[config.mk]
export PLATFORM = sky130hd
export DESIGN_NAME = efsu_ctrl
export DESIGN_NICKNAME = d
export VERILOG_FILES = /design/src/hdl/elementary_function_series_unit_defines.svh /design/src/hdl/efsu_pkg.sv /design/src/hdl/efsu_ctrl.sv
export SDC_FILE = /design/constraint.sdc
export NUM_CORES = 1
export LEC_CHECK = 0
export BUFFER_PORTS_ARGS = -buffer_cell sky130_fd_sc_hd__buf_2
export CORE_MARGIN = 3
export CORE_UTILIZATION = 42
export DETAILED_ROUTE_END_ITERATION = 8
export SYNTH_ARGS = -nofsm -noshare
export SYNTH_HDL_FRONTEND = slang
export SYNTH_SLANG_ARGS = --single-unit
[constraint.sdc]
create_clock -name clock -period 2.4 [get_ports clock]
set_clock_uncertainty 0.1 [all_clocks]
set_input_delay 0.48 -clock clock [delete_from_list [all_inputs] [get_ports clock]]
set_output_delay 0.48 -clock clock [all_outputs]
set_load 0.02 [all_outputs]
[src/hdl/elementary_function_series_unit_defines.svh]
// Assertion macros for the elementary function series unit
`ifndef ELEMENTARY_FUNCTION_SERIES_UNIT_DEFINES_SVH
`define ELEMENTARY_FUNCTION_SERIES_UNIT_DEFINES_SVH

`ifndef SYNTHESIS
// same-cycle implication
`define EFSU_ASSERT_IMPLIES(label, clk, rst, ante, cons) \
   label: assert property (@(posedge clk) disable iff (rst) (ante) |-> (cons)) \
      else $error("implication check failed");
// next-cycle implication
`define EFSU_ASSERT_NEXT(label, clk, rst, ante, cons) \
   label: assert property (@(posedge clk) disable iff (rst) (ante) |=> (cons)) \
      else $error("next-cycle check failed");
`else
`define EFSU_ASSERT_IMPLIES(label, clk, rst, ante, cons)
`define EFSU_ASSERT_NEXT(label, clk, rst, ante, cons)
`endif

`endif

[src/hdl/efsu_pkg.sv]
// Shared constants, codes and controller/datapath types of the series unit
package efsu_pkg;

   localparam int unsigned MAX_TERMS_DEF = 64;
   localparam int unsigned FRAC_BITS_DEF = 24;
   localparam int unsigned ARG_WIDTH_DEF = 32;

   localparam int unsigned CMD_W       = 3;
   localparam int unsigned TOL_W       = 24;
   localparam int unsigned VALUE_W     = 48;
   localparam int unsigned STATUS_W    = 2;
   localparam int unsigned TERMS_W     = 7;
   localparam int unsigned TERM_W      = 64;
   localparam int unsigned MUL_DIGIT_W = 16;

   localparam logic [TOL_W-1:0] TOL_RESET = TOL_W'(16);

   // function codes
   localparam logic [CMD_W-1:0] FN_EXP  = 3'd0;
   localparam logic [CMD_W-1:0] FN_LN   = 3'd1;
   localparam logic [CMD_W-1:0] FN_SIN  = 3'd2;
   localparam logic [CMD_W-1:0] FN_COS  = 3'd3;
   localparam logic [CMD_W-1:0] FN_SINH = 3'd4;
   localparam logic [CMD_W-1:0] FN_COSH = 3'd5;

   // result status codes
   localparam logic [STATUS_W-1:0] ST_CONV   = 2'd0;
   localparam logic [STATUS_W-1:0] ST_LIMIT  = 2'd1;
   localparam logic [STATUS_W-1:0] ST_SAT    = 2'd2;
   localparam logic [STATUS_W-1:0] ST_DOMAIN = 2'd3;

   // datapath operations
   typedef enum logic [3:0] {
      OP_NOP,
      OP_LOAD,
      OP_INIT,
      OP_YDIV,
      OP_Y2,
      OP_MUL1,
      OP_MUL2,
      OP_SMUL,
      OP_DIV1,
      OP_DIV2,
      OP_ACC,
      OP_DBL,
      OP_FINISH
   } dp_op_type;

   typedef struct packed {
      dp_op_type op;
      logic      go;
   } dp_cmd_type;

   typedef struct packed {
      logic invalid;
      logic is_exp;
      logic is_ln;
      logic mul_done;
      logic div_done;
      logic stop;
   } dp_stat_type;

endpackage

[src/hdl/efsu_ctrl.sv]
// Controller state machine sequencing the series datapath
module efsu_ctrl
   import efsu_pkg::*;
(
   input  logic        clock,
   input  logic        reset,
   input  logic        start,
   output logic        busy,
   input  dp_stat_type stat,
   output dp_cmd_type  cmd
);

   typedef enum logic [12:0] {
      S_IDLE  = 13'b0000000000001,
      S_CHECK = 13'b0000000000010,
      S_YDIV  = 13'b0000000000100,
      S_Y2    = 13'b0000000001000,
      S_MUL1  = 13'b0000000010000,
      S_MUL2  = 13'b0000000100000,
      S_SMUL  = 13'b0000001000000,
      S_DIV1  = 13'b0000010000000,
      S_DIV2  = 13'b0000100000000,
      S_ACC   = 13'b0001000000000,
      S_TEST  = 13'b0010000000000,
      S_DBL   = 13'b0100000000000,
      S_OUT   = 13'b1000000000000
   } state_type;

   state_type state_ff, state_in;
   logic      started_ff, started_in;
   logic      unit_done;

   // next state and datapath command
   always_comb begin
      state_in  = state_ff;
      cmd.op    = OP_NOP;
      cmd.go    = 1'b0;
      unit_done = 1'b0;
      case (state_ff)
         S_IDLE: begin
            if (start) begin
               cmd.op   = OP_LOAD;
               state_in = S_CHECK;
            end
         end
         S_CHECK: begin
            cmd.op = OP_INIT;
            if (stat.invalid) begin
               state_in = S_OUT;
            end else if (stat.is_ln) begin
               state_in = S_YDIV;
            end else begin
               state_in = S_MUL1;
            end
         end
         S_YDIV: begin
            cmd.op    = OP_YDIV;
            cmd.go    = ~started_ff;
            unit_done = stat.div_done;
            if (stat.div_done) begin
               state_in = S_Y2;
            end
         end
         S_Y2: begin
            cmd.op    = OP_Y2;
            cmd.go    = ~started_ff;
            unit_done = stat.mul_done;
            if (stat.mul_done) begin
               state_in = S_MUL1;
            end
         end
         S_MUL1: begin
            cmd.op    = OP_MUL1;
            cmd.go    = ~started_ff;
            unit_done = stat.mul_done;
            if (stat.mul_done) begin
               if (stat.is_exp) begin
                  state_in = S_DIV1;
               end else if (stat.is_ln) begin
                  state_in = S_SMUL;
               end else begin
                  state_in = S_MUL2;
               end
            end
         end
         S_MUL2: begin
            cmd.op    = OP_MUL2;
            cmd.go    = ~started_ff;
            unit_done = stat.mul_done;
            if (stat.mul_done) begin
               state_in = S_DIV1;
            end
         end
         S_SMUL: begin
            cmd.op   = OP_SMUL;
            state_in = S_DIV1;
         end
         S_DIV1: begin
            cmd.op    = OP_DIV1;
            cmd.go    = ~started_ff;
            unit_done = stat.div_done;
            if (stat.div_done) begin
               state_in = (stat.is_exp || stat.is_ln) ? S_ACC : S_DIV2;
            end
         end
         S_DIV2: begin
            cmd.op    = OP_DIV2;
            cmd.go    = ~started_ff;
            unit_done = stat.div_done;
            if (stat.div_done) begin
               state_in = S_ACC;
            end
         end
         S_ACC: begin
            cmd.op   = OP_ACC;
            state_in = S_TEST;
         end
         S_TEST: begin
            if (stat.stop) begin
               state_in = stat.is_ln ? S_DBL : S_OUT;
            end else begin
               state_in = S_MUL1;
            end
         end
         S_DBL: begin
            cmd.op   = OP_DBL;
            state_in = S_OUT;
         end
         S_OUT: begin
            cmd.op   = OP_FINISH;
            state_in = S_IDLE;
         end
         default: begin
            state_in = S_IDLE;
         end
      endcase
   end

   // a unit is started once per wait state
   always_comb begin
      started_in = started_ff;
      if (unit_done) begin
         started_in = 1'b0;
      end else if (cmd.go) begin
         started_in = 1'b1;
      end
   end

   always_ff @(posedge clock) begin
      if (reset) begin
         state_ff   <= S_IDLE;
         started_ff <= 1'b0;
      end else begin
         state_ff   <= state_in;
         started_ff <= started_in;
      end
   end

   assign busy = state_ff != S_IDLE;

endmodule

[Yosys cells after proc, flatten, opt, wreduce, memory -nomap -nowiden]
Cells that the tools add are included.
Storage, ports and cells
  bits in registers: 14
  word-level logic and storage cells: 49
  input bits: 9
Cells by class
  bitwise gates (word level): 1
  muxes and demuxes: 19
  reduce and logical (&&, ||, !) cells: 6
  equal/unequal tests: 21
Operators with widths (count)
  case mux 13 bit (12 select lines): 1
  2-to-1 mux 13 bit: 11
  case mux 4 bit (12 select lines): 1
  inequality test 2 bit (second input constant): 7
  equality test 13 x 1 -> 1 bit (second input constant): 1
  equality test 13 x 10 -> 1 bit (second input constant): 1
  equality test 13 x 11 -> 1 bit (second input constant): 1
  equality test 13 x 12 -> 1 bit (second input constant): 1
  equality test 13 bit (second input constant): 1
  equality test 13 x 2 -> 1 bit (second input constant): 1
  equality test 13 x 3 -> 1 bit (second input constant): 1
  equality test 13 x 4 -> 1 bit (second input constant): 1
  equality test 13 x 5 -> 1 bit (second input constant): 1
  equality test 13 x 6 -> 1 bit (second input constant): 1
  equality test 13 x 7 -> 1 bit (second input constant): 1
  equality test 13 x 8 -> 1 bit (second input constant): 1
  equality test 13 x 9 -> 1 bit (second input constant): 1
  inequality test 13 x 1 -> 1 bit (second input constant): 1
  2-to-1 mux 10 bit: 1
  2-to-1 mux 7 bit: 1
  AND reduction 7 bit: 1
  OR reduction 3 bit: 2
  OR reduction 6 bit: 1
  2-to-1 mux 5 bit: 1
  other kinds (5): 6

[Depth between registers and ports, before layout]
Gate-level depths: netlist (run 1).
  depth in word-level cells: 4
  gate-level depth with buffers: 6
  depth with buffers taken out: 5

[Worst setup path before layout (run 1)]
Ideal clock, no wire load.
  path kind: reg2out
  start: register state_ff[5]
  end: output cmd[1] in the netlist's numbering
  arrival time: 1.991 ns
  path slack: -0.171 ns
  stages on the path, launching flop included: 5
  required time: 1.820 ns
  path through: dfxtp_1 -> clkbuf_1 -> nor4_4 -> nand3_1 -> o311ai_0
RTL lines
  start: declaration: RTL line efsu_ctrl.sv:29  | state_type state_ff, state_in;
  start signal: assignment: RTL line efsu_ctrl.sv:154  | state_ff <= state_in;
  end: declaration: RTL line efsu_ctrl.sv:10  | output dp_cmd_type cmd

==> results of run 1 <==
[per-layer routing]
metal	part of all wire	up-vias
li1	-	613
met1	0.42	644
met2	0.46	83
met3	0.090	14
met4	0.029	0
met5	0	-
[repair_timing]
action                     CTS  global route
resized for setup           24            13
buffers inserted            11             7
pin swaps                    8             7
setup endpoints to repair    5             6
[kinds of logic after synthesis]
family                    synth area share
DFF                                  0.254
and+or+nand+nor                      0.423
xor gates and xnor gates            0.0715
buffers and inverters               0.0511
AOI/OAI and AO/OA                    0.200
[worst min path at each step]
stage / to / depth (start not counted)
after floorplan: started_ff$_SDFFE_PP0P_ / 2
after global placement: started_ff$_SDFFE_PP0P_ / 2
after detailed placement: started_ff$_SDFFE_PP0P_ / 2
after CTS: state_ff[0]$_SDFFE_PP1P_ / 2
after global routing: state_ff[11]$_SDFFE_PP0P_ / 3
final: state_ff[0]$_SDFFE_PP1P_ / 2
[through the flow]
| stage | instances | setup TNS, ns | worst slack, ns | power [W] | area [um2] |
|---|---|---|---|---|---|
| finish | 207 | -0.374 | -0.116 | 0.000778 | 1600 |
| global route | 207 | -0.980 | -0.225 | 0.000814 | 1600 |
| CTS | 200 | -0.201 | -0.0610 | 0.000732 | 1490 |
| detailed placement | 185 | 0 | 0.128 | 0.000495 | 1280 |
| global placement | 185 | 0 | 0.135 | 0.000494 | 1280 |
| floorplan | 136 | 0 | 0.0730 | 0.000399 | 1100 |
[report_power, final]
group | total, W | switching [W] | internal (W)
Sequential | 0.000253 | 0.0000141 | 0.000239
Clock | 0.000187 | 0.0000946 | 0.0000925
Combinational | 0.000338 | 0.000171 | 0.000167
Total | 0.000778 | 0.000280 | 0.000498
[flip-flops by register name (all words and copies together), names as in the netlist]
register,cells
state_ff,13
started_ff,1
[synthesized netlist by cell type (2+ instances only)]
master / n
nand4_1: 6
buf_2: 3
nand2b_1: 2
nand4b_1: 5
xnor2_1: 4
nor4_1: 3
inv_1: 3
a21oi_1: 10
dfxtp_1: 14
clkbuf_1: 5
nor4b_1: 6
nand2_1: 4
nand3_1: 7
nor4_4: 2
nor4_2: 2
o21ai_0: 13
or3_1: 3
xor2_1: 5
nor2_1: 11
a211o_1: 2
and3_1: 2
nor3_1: 4
[cell usage in the layout (no fill, tap or decap), types with 3 or more instances in the layout]
| master | count |
|---|---|
| dfxtp_4 | 4 |
| nand3_2 | 5 |
| o21ai_0 | 12 |
| dfxtp_1 | 8 |
| nand2_1 | 3 |
| clkbuf_4 | 3 |
| nor4b_1 | 6 |
| buf_4 | 33 |
| buf_6 | 5 |
| nand4_1 | 6 |
| nor4_4 | 4 |
| a21oi_1 | 8 |
| nor2_1 | 10 |
| xnor2_1 | 4 |
| inv_1 | 3 |
| nand3_1 | 3 |
| buf_2 | 9 |
| nand4b_1 | 5 |
| xor2_1 | 5 |
[critical path: cells and delay by family, from the launching register on]
family                 cells  cell delay, ns
buffers and inverters      1            0.13
DFF                        1            0.38
and+or+nand+nor            4            1.12
[area by class of cell]
class                      count  share of cell area
clock buffer                   4              0.0227
inverter                       3             0.00704
multi-input combinational    110               0.532
sequential                    14               0.186
tap                           28              0.0219
timing repair buffer          48               0.231
==> results, run 1 <==
- The routed layout has 1354 vias.
- The final count of negative-setup-slack endpoints is 5.
- The gate count after technology mapping is 136.
- The count of hold buffers inserted by post-cts repair is 0.
- The total DRC errors in the routed layout is 0.
- TritonCTS built the clock tree.
- In this run the horizontal extent of the chip is 57.2 um.
- The met1 usage is 0.295.
- The worst pin sits at a relative slew slack of 0.652.
- The worst setup slack after layout is -0.116 ns.
- The net count of the finished layout is 189.
- The transition at the pin with the smallest max-transition slack is 0.515 ns.
- The met2 track demand over resource is 0.396.
- The layer carrying the most global-route usage is met2.
- Counting along the longest clock path gives a buffer depth of 2.
- The highest-delay cell along the critical path is or4_4.
- The share of synthesized area in the top cell type comes to 0.254.
- In this run the number of H-tree levels came out at 1.
- After detailed routing, the average wire length per cell comes to 18.4 um.
- The startpoint of the lowest-slack register-to-register path is state_ff[10]$_SDFFE_PP0P_.
- STA classifies the critical path startpoint as a register.
- The critical path starts at state_ff[1]$_SDFFE_PP0P_.
- Routability-driven placement finished with a final weighted congestion of 0.900.
- Yosys mapped a number of flops with a built-in enable equal to 0.
- The data arrival time at the worst-slack endpoint is 1.94 ns.
- CTS placed an instance of clkbuf_4 at the clock tree root.
- The count of input and output buffers is 14.
- The element type at the critical path end is an output pin.
- In this run, distinct cell masters in the synthesized netlist total 42.
- The number of max-cap violations is 0.
- The count of filler cells inserted in the layout is 179.
- The count of antenna diodes in the layout is 0.
- The detailed placement HPWL is 2.53 mm.
- Data on the critical path is required at its endpoint by 1.82 ns.
- The initial utilization of the core area, before any placement, comes to 0.471.
- The via count of the first global-routing pass is 1308.
- The end of the worst register-to-register path is state_ff[6]$_SDFFE_PP0P_.
- The number of slew-limit violations in the final report is 0.
- The clock latency on the worst-skew pair is 0.30 ns.
- The type of the worst min-delay path is primary input to register.
- Using the TritonRoute via totals, the vias-per-cell ratio works out to 6.54.
- The final wirelength is 3.80 mm.
- The first routing iteration left 55 violations.
- The cell taking the most area after synthesis is dfxtp_1.
- The startpoint-to-endpoint class of the critical path is register to output pin.
- In the finished design, the share of the clock period the worst path needs comes to 1.05.
- The count of cells along the worst register-to-register path is 5.
- The largest single stage delay on the critical path is 0.49 ns.
- The per-instance average area after synthesis is 8.11 um2.
- In this run, synthesis produced a sequential element count of 14.
- The global-route track usage on met3 is 0.0633.
- The count of boundary I/O pins is 15.
- Across the VDD grid, the largest voltage drop is 0.397 mV.
- The leakage power figure is 0.645 nW.
- The maximum number of pins on one net before global-route repair is 12.
- Setup repair after global routing could not meet its margin everywhere.
- For this run, the number of Yosys warnings is 0.
- The area added between synthesis and finish is 45.2%.
- In this run the worst setup path terminates at cmd[3].
- The share of final-layout standard cells stronger than drive strength 1 is 0.458.
- The total overflow left after global routing is 0.
- Clock-pin slew was measured on the worst setup and hold paths at 0.11 ns.
- The number of sinks on the clock net is 14.
- The die height is 57.2 um.
- Among all flip-flop cells after synthesis, the most frequent one is dfxtp_1.
- The shortest period the worst path allows is 2.52 ns.
- The first detailed-routing pass took 4 iterations.
- The final worst hold slack is 0.320 ns.
- After synthesis, the cell types taking the most area are dfxtp_1 25%, o21ai_0 5.9%, nor4b_1 4.8%.
- The TritonCTS buffer count is 3.
- The number of nets handed over by synthesis was 145.
- Across every metal layer, demand over resource in global routing totals 0.237.
- The final hold violation count was 0.
- Across the whole layout, storage elements account for 298 um2.
- The initial antenna violation count came to 0.
- The hold path startpoint is start.
- The placement row count is 17.
- The run finished, with violations left.
- The checks that failed: negative setup slack.
- The remaining antenna violation count after routing is 0.
- Dividing total power by cell area gives a power density of 486 mW/mm2.
- The first global-routing pass estimated 6.16 mm of wire.
- The area of the core is 0.00234 mm2.
- For flop-to-flop paths, the worst setup slack is 0.14 ns.
- The biggest fanout along the worst timing path is 4.
- The share of the Yosys chip area taken by registers is 0.254.
- The post-synthesis async set-or-reset flop share is 0.
- Static timing analysis puts the maximum clock frequency at 0.397 GHz.
- The cell area after technology mapping is 0.00110 mm2.
- The critical path goes through nor4_4, nand3_2, or4_4, nand4_1, buf_6.
- The area of the multi-input gates is 851 um2.
- The die covers 0.00328 mm2.
- For this run, the share of the core covered by cells in the final layout is 0.684.
Note: power is estimated with default switching activity, not from simulation.
==> inputs of run 2 (changes only) <==
--- a/config.mk
+++ b/config.mk
@@ -9,6 +9,7 @@
 export CORE_MARGIN = 3
 export CORE_UTILIZATION = 42
 export DETAILED_ROUTE_END_ITERATION = 8
+export MAX_ROUTING_LAYER = met4
 export SYNTH_ARGS = -nofsm -noshare
 export SYNTH_HDL_FRONTEND = slang
 export SYNTH_SLANG_ARGS = --single-unit
==> results, run 2 (synthesized netlist as in run 1, its figures left out) <==
- The flow ran to the end, but the final reports show violations.
- The final reports fail on negative setup slack.
- The register with the most flip-flops in the layout has 13 of them.
- The number of sinks on the clock net is 14.
- The final count of negative-setup-slack endpoints is 6.
- The first detailed-routing pass ran for 4 iterations.
- The clock transition time at the flip-flop clock pins of the worst setup and hold paths is 0.08 ns.
- The global placement routability congestion is 0.963.
- The chip width is 57.2 um.
- The end of the worst register-to-register path is state_ff[6]$_SDFFE_PP0P_.
- Together, buffers and inverters on the worst path number 1.
- Relative to the synthesized area, the layout overhead comes to 44.8%.
- The number of antenna diodes in the final layout is 0.
- In the routed design, unresolved DRC markers number 0.
- The die covers 0.00328 mm2.
- In the global route stage, overall resource usage came out at 0.228.
- The count of boundary I/O pins is 15.
- In this run the register-to-register setup slack is 0 ns.
- The post-placement cell area is 0.00127 mm2.
- The routed via count divided by cell count is 6.72.
- With fillers left out, the area of the finished cells amounts to 0.00160 mm2.
- STA classifies the critical path startpoint as a register.
- Setup repair after global routing could not meet its margin everywhere.
- The hold path startpoint is start.
- The largest registers in the layout are state_ff (13), started_ff (1).
- The top register by number of flip-flops is state_ff.
- The path with the worst hold slack has its endpoint at state_ff[0]$_SDFFE_PP1P_.
- The count of cells along the worst hold path is 2.
- The type of the worst min-delay path is primary input to register.
- The startpoint identified for the worst register-to-register timing path is state_ff[0]$_SDFFE_PP1P_.
- The data arrival time at the worst-slack endpoint is 1.91 ns.
- The maximum achievable frequency is 0.402 GHz.
- At the pin with the least slew margin, the transition time is 0.444 ns.
- Counting along the longest clock path gives a buffer depth of 2.
- At the end of the flow the core is filled with cells to 0.682.
- For this run, the post-layout net count is 186.
- The number of slew-limit violations in the final report is 0.
- The category of cells accounting for the largest share of critical-path delay is simple AND/OR/NAND/NOR gates.
- The CTS H-tree depth is 1.
- The leakage power figure is 0.618 nW.
- Leaving out fill and tap cells, the most frequent cells in the layout are 32 x buf_4, 13 x o21ai_0, 10 x nor2_1.
- The worst setup slack after layout is -0.0871 ns.
- Max-cap violations in this run came to 0.
- Entering global routing, the biggest net connects 12 pins.
- The number of clock buffers added by TritonCTS is 3.
- The die is 57.2 um tall.
- The biggest fanout along the worst timing path is 6.
- In this run the tool buffered the top-level ports with 14 buffer cells.
- The placement row count is 17.
- The initial utilization of the core area, before any placement, comes to 0.471.
- The shortest period the worst path allows is 2.49 ns.
- Traced cell by cell, the critical path runs through nor4_4, nand3_2, or4_4, nand4_1, buf_4.
- Global routing finished with a remaining overflow of 0.
- The final layout contains routed wiring with a total length of 4.11 mm.
- The element type at the critical path end is an output pin.
- The largest single stage delay on the critical path is 0.52 ns.
- In this run the power density over the cells is 441 mW/mm2.
- The via count of the first global-routing pass was 1188.
- The count of hold buffers inserted by post-cts repair is 0.
- The most common cell after layout, fill and taps aside is buf_4.
- Across all layers, the routed design uses 1365 vias.
- The slowest stage of the critical path belongs to the cell or4_4.
- The detailed placement HPWL is 2.52 mm.
- The global-route wire length before repair is 5.69 mm.
- The worst pin sits at a relative slew slack of 0.701.
- The final clock period utilization by the worst path is 1.04.
- The startpoint-to-endpoint class of the critical path is register to output pin.
- Data on the critical path is required at its endpoint by 1.82 ns.
- The completed layout was analyzed and its total power is 0.000705 W.
- The routed wirelength normalized by instance count is 20.2 um.
- The initial antenna violation count is 0.
- The clock latency on the worst-skew pair is 0.28 ns.
- The violation count after the first detailed-route iteration is 78.
- The remaining antenna violation count after routing is 0.
- The core region is 0.00234 mm2.
- TritonCTS built the clock tree.
- VDD sags by at most 0.383 mV.
- The final hold violation count is 0.
- The root buffer cell chosen for the clock tree is clkbuf_4.
- The count of cells along the worst register-to-register path is 7.
- Hold timing on the final database bottoms out at a slack of 0.337 ns.
- Of the cells placed in the final design, the portion with a size suffix greater than 1 is 0.451.
run 2: worst max path at each step:
stage	cells past startpoint	from	end	slack, ns
final	5	state_ff[0]$_SDFFE_PP1P_	cmd[3]	-0.09
after global routing	5	state_ff[0]$_SDFFE_PP1P_	cmd[3]	-0.18
after CTS	5	state_ff[2]$_SDFFE_PP0P_	cmd[3]	-0.07
after detailed placement	5	state_ff[0]$_SDFFE_PP1P_	cmd[3]	0.14
after global placement	7	state_ff[4]$_SDFFE_PP0P_	cmd[0]	0.16
after floorplan	4	state_ff[5]$_SDFFE_PP0P_	cmd[1]	0.07
run 2: cell type report:
type	count	area (um2)
fillers	189	743
well taps	28	35.0
flip-flops and latches	14	299
inverters	3	11.3
multi-input cells	110	898
clock buffers	3	22.5
repair buffers	45	330
run 2: per-stage QoR:
stage | worst slack (ns) | TNS [ns] | cells
2_1_floorplan | 0.0730 | 0 | 136
3_3_place_gp | 0.155 | 0 | 184
3_5_place_dp | 0.143 | 0 | 184
4_1_cts | -0.0731 | -0.182 | 192
5_1_grt | -0.177 | -0.799 | 203
6_report | -0.0871 | -0.286 | 203
run 2: what timing repair did:
action | CTS | global route
gates resized for setup | 15 | 27
pin swaps | 5 | 14
setup buffers | 5 | 11
setup endpoints to repair | 5 | 5
run 2: metal layers:
| metal | wire [um] | vias up | track usage | share of wire |
|---|---|---|---|---|
| met4 | 214 | 0 | 0.0927 | 0.052 |
| met3 | 399 | 23 | 0.0611 | 0.097 |
| li1 | - | 603 | - | - |
| met1 | 1560 | 638 | 0.282 | 0.38 |
| met2 | 1930 | 101 | 0.352 | 0.47 |
| met5 | 0 | - | - | 0 |
run 2: report_power, final:
group,leakage (nW),total (W),internal [W],switching (W)
combinational,0.487,0.000308,0.000151,0.000158
sequential,0.117,0.000268,0.000242,0.0000261
clock,0.0138,0.000128,0.0000582,0.0000700
